[config.mk]
export PLATFORM = sky130hd
export DESIGN_NAME = per_channel_spike_debounce_filter_top_flat
export DESIGN_NICKNAME = d
export VERILOG_FILES = /design/src/hdl/psdf_pkg.sv /design/src/hdl/psdf_cfg_if.sv /design/src/hdl/psdf_sample_if.sv /design/src/hdl/psdf_result_if.sv /design/src/hdl/per_channel_spike_debounce_filter_top.sv /design/src/flat_wrapper.sv
export SDC_FILE = /design/constraint.sdc
export NUM_CORES = 2
export LEC_CHECK = 0
export BUFFER_PORTS_ARGS = -buffer_cell sky130_fd_sc_hd__buf_2
export CAP_MARGIN = 20
export CORE_MARGIN = 4
export CORE_UTILIZATION = 60
export CTS_BUF_LIST = sky130_fd_sc_hd__clkbuf_8
export DETAILED_ROUTE_END_ITERATION = 8
export HOLD_SLACK_MARGIN = 0.03
export PLACE_DENSITY_LB_ADDON = 0.1
export SLEW_MARGIN = 10
export SYNTH_ARGS = -nofsm -noshare
export SYNTH_HDL_FRONTEND = slang
export SYNTH_SLANG_ARGS = --single-unit
[constraint.sdc]
create_clock -name clk -period 10.6 [get_ports clk]
set_clock_uncertainty 0.2 [all_clocks]
set_input_delay 0.53 -clock clk [delete_from_list [all_inputs] [get_ports clk]]
set_output_delay 0.53 -clock clk [all_outputs]
set_load 0.05 [all_outputs]
[src/hdl/psdf_pkg.sv]
package psdf_pkg;

    localparam int unsigned INDEX_W = 6;
    localparam int unsigned SAMPLE_W = 32;
    localparam int unsigned LIMIT_W = 31;
    localparam int unsigned COUNT_W = 8;
    localparam int unsigned CFG_ADDR_W = 2;
    localparam int unsigned CFG_DATA_W = 31;

    localparam logic [CFG_ADDR_W-1:0] CFG_MAX_POSITION_STEP = 2'd0;
    localparam logic [CFG_ADDR_W-1:0] CFG_MAX_SPEED = 2'd1;
    localparam logic [CFG_ADDR_W-1:0] CFG_DEBOUNCE_COUNT = 2'd2;

    localparam logic [LIMIT_W-1:0] MAX_POSITION_STEP_RST = 31'd6554;
    localparam logic [LIMIT_W-1:0] MAX_SPEED_RST = 31'd3276800;
    localparam logic [COUNT_W-1:0] DEBOUNCE_COUNT_RST = 8'd3;

    localparam logic ACTION_SAMPLE = 1'b0;
    localparam logic ACTION_FAULT = 1'b1;

    localparam logic [COUNT_W-1:0] COUNT_TOP = 8'hFF;

    typedef struct packed
    {
        logic [SAMPLE_W-1:0] last_position;
        logic [COUNT_W-1:0] spike_count;
    } entry_t;

endpackage

[src/hdl/psdf_cfg_if.sv]
interface psdf_cfg_if;
    logic valid;
    logic ready;
    logic [psdf_pkg::CFG_ADDR_W-1:0] index;
    logic [psdf_pkg::CFG_DATA_W-1:0] data;

    modport source (output valid, output index, output data, input ready);
    modport sink (input valid, input index, input data, output ready);
endinterface

[src/hdl/psdf_sample_if.sv]
interface psdf_sample_if;
    logic valid;
    logic ready;
    logic [psdf_pkg::INDEX_W-1:0] motor_index;
    logic signed [psdf_pkg::SAMPLE_W-1:0] position;
    logic signed [psdf_pkg::SAMPLE_W-1:0] velocity;

    modport source (output valid, output motor_index, output position, output velocity,
                    input ready);
    modport sink (input valid, input motor_index, input position, input velocity,
                  output ready);
endinterface

[src/hdl/psdf_result_if.sv]
interface psdf_result_if;
    logic valid;
    logic ready;
    logic [psdf_pkg::INDEX_W-1:0] out_motor_index;
    logic action;
    logic signed [psdf_pkg::SAMPLE_W-1:0] out_position;
    logic signed [psdf_pkg::SAMPLE_W-1:0] out_velocity;

    modport source (output valid, output out_motor_index, output action,
                    output out_position, output out_velocity, input ready);
    modport sink (input valid, input out_motor_index, input action,
                  input out_position, input out_velocity, output ready);
endinterface

[src/hdl/per_channel_spike_debounce_filter_top.sv]
// Channel   Dir  Payload                                            Transaction
// cfg       in   index[1:0], data[30:0]                             valid & ready
// samples   in   motor_index, position, velocity                    valid & ready
// results   out  out_motor_index, action, out_position, out_velocity valid & ready
//
// One sample per cycle sustained while results are taken; a sample is registered in stage 1, its result by stage 2.
// Stage 1 reads the channel entry from a one-port-read, one-port-write memory;
// stage 2 decides and writes back, with a forward of the write just made.
// Seen flags are flip-flops cleared by rst_n; memory contents need no reset.
// A stalled result holds stage 2 and, through it, the sample channel.
// Samples whose index is out of range are taken and dropped.
module per_channel_spike_debounce_filter_top #(
    parameter int unsigned NUM_CHANNELS = 64
) (
    input  logic             clk,
    input  logic             rst_n,
    psdf_cfg_if.sink         cfg,
    psdf_sample_if.sink      samples,
    psdf_result_if.source    results
);

    localparam int unsigned AW = (NUM_CHANNELS > 1) ? $clog2(NUM_CHANNELS) : 1;

    psdf_pkg::entry_t mem [NUM_CHANNELS];

    logic [psdf_pkg::LIMIT_W-1:0] max_step_reg;
    logic [psdf_pkg::LIMIT_W-1:0] max_speed_reg;
    logic [psdf_pkg::COUNT_W-1:0] debounce_reg;

    logic [NUM_CHANNELS-1:0] seen_reg;

    logic s1_valid_reg;
    logic [psdf_pkg::INDEX_W-1:0] s1_index_reg;
    logic [psdf_pkg::SAMPLE_W-1:0] s1_pos_reg;
    logic [psdf_pkg::SAMPLE_W-1:0] s1_vel_reg;
    psdf_pkg::entry_t rd_data_reg;
    logic fwd_hit_reg;
    psdf_pkg::entry_t fwd_data_reg;

    logic out_valid_reg;
    logic [psdf_pkg::INDEX_W-1:0] out_index_reg;
    logic out_action_reg;
    logic [psdf_pkg::SAMPLE_W-1:0] out_pos_reg;
    logic [psdf_pkg::SAMPLE_W-1:0] out_vel_reg;

    logic accept;
    logic in_range;
    logic s1_advance;
    logic s1_fire;
    logic [AW-1:0] in_addr;
    logic [AW-1:0] s1_addr;

    psdf_pkg::entry_t cur_entry;
    psdf_pkg::entry_t wr_data;
    logic seen;
    logic [psdf_pkg::SAMPLE_W:0] pos_diff;
    logic [psdf_pkg::SAMPLE_W:0] step_mag;
    logic [psdf_pkg::SAMPLE_W-1:0] vel_mag;
    logic spike;
    logic [psdf_pkg::COUNT_W-1:0] count_inc;
    logic fault;
    logic res_action;
    logic [psdf_pkg::SAMPLE_W-1:0] res_pos;
    logic [psdf_pkg::SAMPLE_W-1:0] res_vel;

    assign cfg.ready = 1'b1;

    assign in_addr = samples.motor_index[AW-1:0];
    assign s1_addr = s1_index_reg[AW-1:0];
    assign in_range = ({1'b0, samples.motor_index} < (psdf_pkg::INDEX_W + 1)'(NUM_CHANNELS));

    assign s1_advance = !out_valid_reg || results.ready;
    assign s1_fire = s1_valid_reg && s1_advance;
    assign samples.ready = !s1_valid_reg || s1_advance;
    assign accept = samples.valid && samples.ready;

    always_comb
    begin
        cur_entry = fwd_hit_reg ? fwd_data_reg : rd_data_reg;
        seen = seen_reg[s1_addr];
        pos_diff = {s1_pos_reg[psdf_pkg::SAMPLE_W-1], s1_pos_reg}
                 - {cur_entry.last_position[psdf_pkg::SAMPLE_W-1], cur_entry.last_position};
        step_mag = pos_diff[psdf_pkg::SAMPLE_W] ? (~pos_diff + 1'b1) : pos_diff;
        vel_mag = s1_vel_reg[psdf_pkg::SAMPLE_W-1] ? (~s1_vel_reg + 1'b1) : s1_vel_reg;
        spike = (step_mag > {2'b00, max_step_reg}) || (vel_mag > {1'b0, max_speed_reg});
        count_inc = (cur_entry.spike_count == psdf_pkg::COUNT_TOP)
                  ? cur_entry.spike_count : cur_entry.spike_count + 1'b1;
        fault = (count_inc >= debounce_reg);

        res_action = psdf_pkg::ACTION_SAMPLE;
        res_pos = s1_pos_reg;
        res_vel = s1_vel_reg;
        wr_data.last_position = s1_pos_reg;
        wr_data.spike_count = '0;

        if (seen && spike)
        begin
            wr_data.last_position = cur_entry.last_position;
            wr_data.spike_count = count_inc;
            if (fault)
            begin
                res_action = psdf_pkg::ACTION_FAULT;
                res_pos = '0;
                res_vel = '0;
            end
            else
            begin
                res_pos = cur_entry.last_position;
            end
        end
    end

    always_ff @(posedge clk)
    begin
        if (s1_fire)
        begin
            mem[s1_addr] <= wr_data;
        end
        if (accept)
        begin
            rd_data_reg <= mem[in_addr];
            fwd_data_reg <= wr_data;
            s1_index_reg <= samples.motor_index;
            s1_pos_reg <= samples.position;
            s1_vel_reg <= samples.velocity;
        end
        if (s1_fire)
        begin
            out_index_reg <= s1_index_reg;
            out_action_reg <= res_action;
            out_pos_reg <= res_pos;
            out_vel_reg <= res_vel;
        end
    end

    always_ff @(posedge clk or negedge rst_n)
    begin
        if (!rst_n)
        begin
            max_step_reg <= psdf_pkg::MAX_POSITION_STEP_RST;
            max_speed_reg <= psdf_pkg::MAX_SPEED_RST;
            debounce_reg <= psdf_pkg::DEBOUNCE_COUNT_RST;
            seen_reg <= '0;
            s1_valid_reg <= 1'b0;
            fwd_hit_reg <= 1'b0;
            out_valid_reg <= 1'b0;
        end
        else
        begin
            if (cfg.valid)
            begin
                unique case (cfg.index)
                    psdf_pkg::CFG_MAX_POSITION_STEP: max_step_reg <= cfg.data;
                    psdf_pkg::CFG_MAX_SPEED: max_speed_reg <= cfg.data;
                    psdf_pkg::CFG_DEBOUNCE_COUNT: debounce_reg <= cfg.data[psdf_pkg::COUNT_W-1:0];
                    default: ;
                endcase
            end

            if (s1_fire)
            begin
                seen_reg[s1_addr] <= 1'b1;
            end

            if (accept)
            begin
                s1_valid_reg <= in_range;
                fwd_hit_reg <= s1_fire && (s1_addr == in_addr);
            end
            else if (s1_fire)
            begin
                s1_valid_reg <= 1'b0;
            end

            if (s1_fire)
            begin
                out_valid_reg <= 1'b1;
            end
            else if (results.ready)
            begin
                out_valid_reg <= 1'b0;
            end
        end
    end

    assign results.valid = out_valid_reg;
    assign results.out_motor_index = out_index_reg;
    assign results.action = out_action_reg;
    assign results.out_position = out_pos_reg;
    assign results.out_velocity = out_vel_reg;

endmodule

[src/flat_wrapper.sv]
// flat-port wrapper written by rule: the top's interface ports become plain ports
module per_channel_spike_debounce_filter_top_flat 
#(
    parameter int unsigned NUM_CHANNELS = 64
)
  (clk, rst_n, cfg_valid, cfg_index, cfg_data, cfg_ready, samples_valid, samples_motor_index, samples_position, samples_velocity, samples_ready, results_valid, results_out_motor_index, results_action, results_out_position, results_out_velocity, results_ready);
  psdf_cfg_if cfg_i ();
  psdf_sample_if samples_i ();
  psdf_result_if results_i ();
  input  logic clk;
  input  logic rst_n;
  input wire logic [$bits(cfg_i.valid)-1:0] cfg_valid;
  input wire logic [$bits(cfg_i.index)-1:0] cfg_index;
  input wire logic [$bits(cfg_i.data)-1:0] cfg_data;
  output wire logic [$bits(cfg_i.ready)-1:0] cfg_ready;
  input wire logic [$bits(samples_i.valid)-1:0] samples_valid;
  input wire logic [$bits(samples_i.motor_index)-1:0] samples_motor_index;
  input wire logic [$bits(samples_i.position)-1:0] samples_position;
  input wire logic [$bits(samples_i.velocity)-1:0] samples_velocity;
  output wire logic [$bits(samples_i.ready)-1:0] samples_ready;
  output wire logic [$bits(results_i.valid)-1:0] results_valid;
  output wire logic [$bits(results_i.out_motor_index)-1:0] results_out_motor_index;
  output wire logic [$bits(results_i.action)-1:0] results_action;
  output wire logic [$bits(results_i.out_position)-1:0] results_out_position;
  output wire logic [$bits(results_i.out_velocity)-1:0] results_out_velocity;
  input wire logic [$bits(results_i.ready)-1:0] results_ready;
  assign cfg_i.valid = cfg_valid;
  assign cfg_i.index = cfg_index;
  assign cfg_i.data = cfg_data;
  assign cfg_ready = cfg_i.ready;
  assign samples_i.valid = samples_valid;
  assign samples_i.motor_index = samples_motor_index;
  assign samples_i.position = samples_position;
  assign samples_i.velocity = samples_velocity;
  assign samples_ready = samples_i.ready;
  assign results_valid = results_i.valid;
  assign results_out_motor_index = results_i.out_motor_index;
  assign results_action = results_i.action;
  assign results_out_position = results_i.out_position;
  assign results_out_velocity = results_i.out_velocity;
  assign results_i.ready = results_ready;
  per_channel_spike_debounce_filter_top #(.NUM_CHANNELS(NUM_CHANNELS)) u_core (.clk(clk), .rst_n(rst_n), .cfg(cfg_i), .samples(samples_i), .results(results_i));
endmodule
==> metrics.csv <==
metric,value,unit
netlist_area,0.116,sq mm
track_usage,33.1,%
avgViaCountPerCell,6.72,
p_leak,44.1,nW
cts_sinks,2918,
largest_reg_flops,2560,
worst_slew_pin_slew,1.21,ns
io_pins,182,
synthCells,5362,
synthFlopType,edfxtp_1,
ir_drop,130,uV
drv_slew,0,
dieArea,0.200,sq mm
ys_ff_latch,2918,
core_area,0.192,sq mm
worst-r2r-setup-slack,1.53,ns
path_class,reg -> reg,
hold-path-endpoint,u_core.max_step_reg[11]$_DFFE_PN1P_,
r2r-start,u_core.fwd_hit_reg$_DFFE_PN0P_,
cpMaxStageDelayCell,dfrtp_2,
status,finished clean,
fmax,0.110,GHz
fp.dieW,448,microns
cts_max_level,5,
cpMostUsedCell,a21oi_1,
cp.required,11.29,ns
cp_slowest_stage_delay,1.06,ns
r2r_end,u_core.mem[51][14]$_DFFE_PP_,
setup_viol,0,
r2r_cells,27,
synth_warnings,0,
grt_pass1_vias,60539,
fin_crit_sh,85.5,%
period_needed,9.07,ns
grt_overflow,0,
drc_errors,0,
portBuffers,180,
start_util,60.3,%
drt_wl_total,327000,microns
clkSlewWorstSetupHoldPaths,0.06,ns
p_per_area,192,mW/mm^2
maxCapViolations,0,
drtPass1Iterations,6,
core.rowCount,161,
crit_arrival,9.76,ns
fp.dieH,448,microns
slew-limit-headroom,18.8,%
fin_tns_setup,0,ns
numCtsBuffers,466,
hold_viol_final,0,
holdPathStages,4,
rsz0062_at_grt,false,
gp_congestion,0.905,
synth_edf_count,2781,
syn_nets,5576,
start_kind,register,
cts_root_buf,clkbuf_8,
ys_types,84,
grt_pass1_wl,458000,microns
synth-async-reset-ratio,4.69,%
cts_tree,built,
synth_most_common_cell,edfxtp_1,
cts_buffer_depth,4,
hold_path.class,in -> reg,
antenna_found_initial,11,
hpwl,180000,microns
clk_latency,1.15,ns
via_count,60803,
p_total,25.4,mW
post_synth_most_frequent_cells,"edfxtp_1, mux4_2, clkbuf_1, nand2_1, inv_1",
synth_top_cell_by_area,edfxtp_1,
synth_area_leaders,"edfxtp_1, mux4_2, dfrtp_1, ha_1, mux2_2",
ant_nets,0,
drive_gt1_share,31.3,%
min_from,cfg_data[11],
layout.nets,6376,
area_delta_synth_final,14.0,%
netlist.area_leader.share,72.0,%
cts_resized,0,
synth_area_per_cell,21.6,sq um
grt_max_degree,123,
crit_fanout,37,
endpoint_kind,register,
first_iter_violations,8931,
ys_seq_area_share,74.9,%
avgRoutedWirePerCell,36.1,microns
==> report_power, final <==
part	switching (mW)	total [mW]	internal, mW
logic	1.96	3.04	1.07
registers	0.130	13.6	13.5
clock network	4.28	8.78	4.50
==> per-stage QoR <==
step	cells	setup WS, ns	hold WS, ns	instance area (sq um)	util [%]
final	9050	1.53	0.111	132000	68.8
after global routing	9038	0.953	0.0912	132000	68.7
after detailed placement	7984	1.64	0.246	121000	63.1
after global placement	7980	1.83	0.247	121000	63.1
after CTS	9025	1.62	0.0355	132000	68.6
after floorplan	5362	1.51	0.0344	116000	-
==> worst max-delay path: cells and delay by family, from the launching register on <==
| family | cells | cell delay, ns |
|---|---|---|
| compound gates | 10 | 2.48 |
| xor+xnor | 2 | 0.37 |
| fa+ha+maj | 2 | 0.60 |
| buf+inv | 3 | 0.90 |
| flops | 1 | 1.06 |
| mux | 2 | 1.32 |
| simple gates | 8 | 1.83 |
==> worst max path at each step <==
stage	startpoint	endpoint	cells after the start
floorplan	u_core.fwd_hit_reg$_DFFE_PN0P_	u_core.fwd_data_reg[2]$_DFFE_PP_	29
global placement	u_core.fwd_hit_reg$_DFFE_PN0P_	u_core.mem[62][20]$_DFFE_PP_	27
global route	u_core.fwd_hit_reg$_DFFE_PN0P_	u_core.mem[51][14]$_DFFE_PP_	27
CTS	u_core.fwd_hit_reg$_DFFE_PN0P_	u_core.mem[58][20]$_DFFE_PP_	27
detailed placement	u_core.fwd_hit_reg$_DFFE_PN0P_	u_core.mem[46][20]$_DFFE_PP_	27
finish	u_core.fwd_hit_reg$_DFFE_PN0P_	u_core.mem[51][14]$_DFFE_PP_	27
==> routing by layer <==
metal,wire [microns],GRT usage (%),up-vias
met5,66,0,-
met4,12800,12.1,8
met3,37800,8.27,733
met2,156000,51.8,4025
met1,120000,46.1,32031
li1,-,-,24006
==> area by class of cell <==
type                    count  area (sq um)
fillers                 11680         60100
inverters                 147           553
flip-flops and latches   2918         87000
multi-input cells        2044         28400
clock inverters           326          1630
diodes                     17          42.5
well taps                2526          3160
clock buffers             487          6700
repair buffers            585          4840
==> kinds of logic after synthesis <==
logic type / Yosys count / synth area share [%]
compound gates: 330 / 1.82
simple gates: 502 / 2.12
flops: 2918 / 74.9
buf+inv: 400 / 1.37
other cells: 1 / 0.00323
mux: 1011 / 17.9
fa+ha+maj: 106 / 1.15
xor+xnor: 94 / 0.710
==> cell usage in the layout, fill, tap and decap left out, drive strengths merged, types with 27 or more instances in the layout <==
cell type / count
a21boi: 30
clkinv: 151
nand2: 148
mux4: 841
a21o: 31
dlygate4sd3: 227
buf: 358
edfxtp: 2781
clkbuf: 487
xnor2: 69
a21oi: 77
nor2: 124
o21ai: 95
dfrtp: 125
ha: 105
mux2: 85
nand3: 27
or2: 69
mux2i: 85
inv: 305
==> what timing repair did <==
action	in CTS	in global routing
hold endpoints to repair	266	0
buffers inserted	0	0
hold buffers	228	0
setup endpoints to repair	0	0
(Power assumes the default switching activity.)
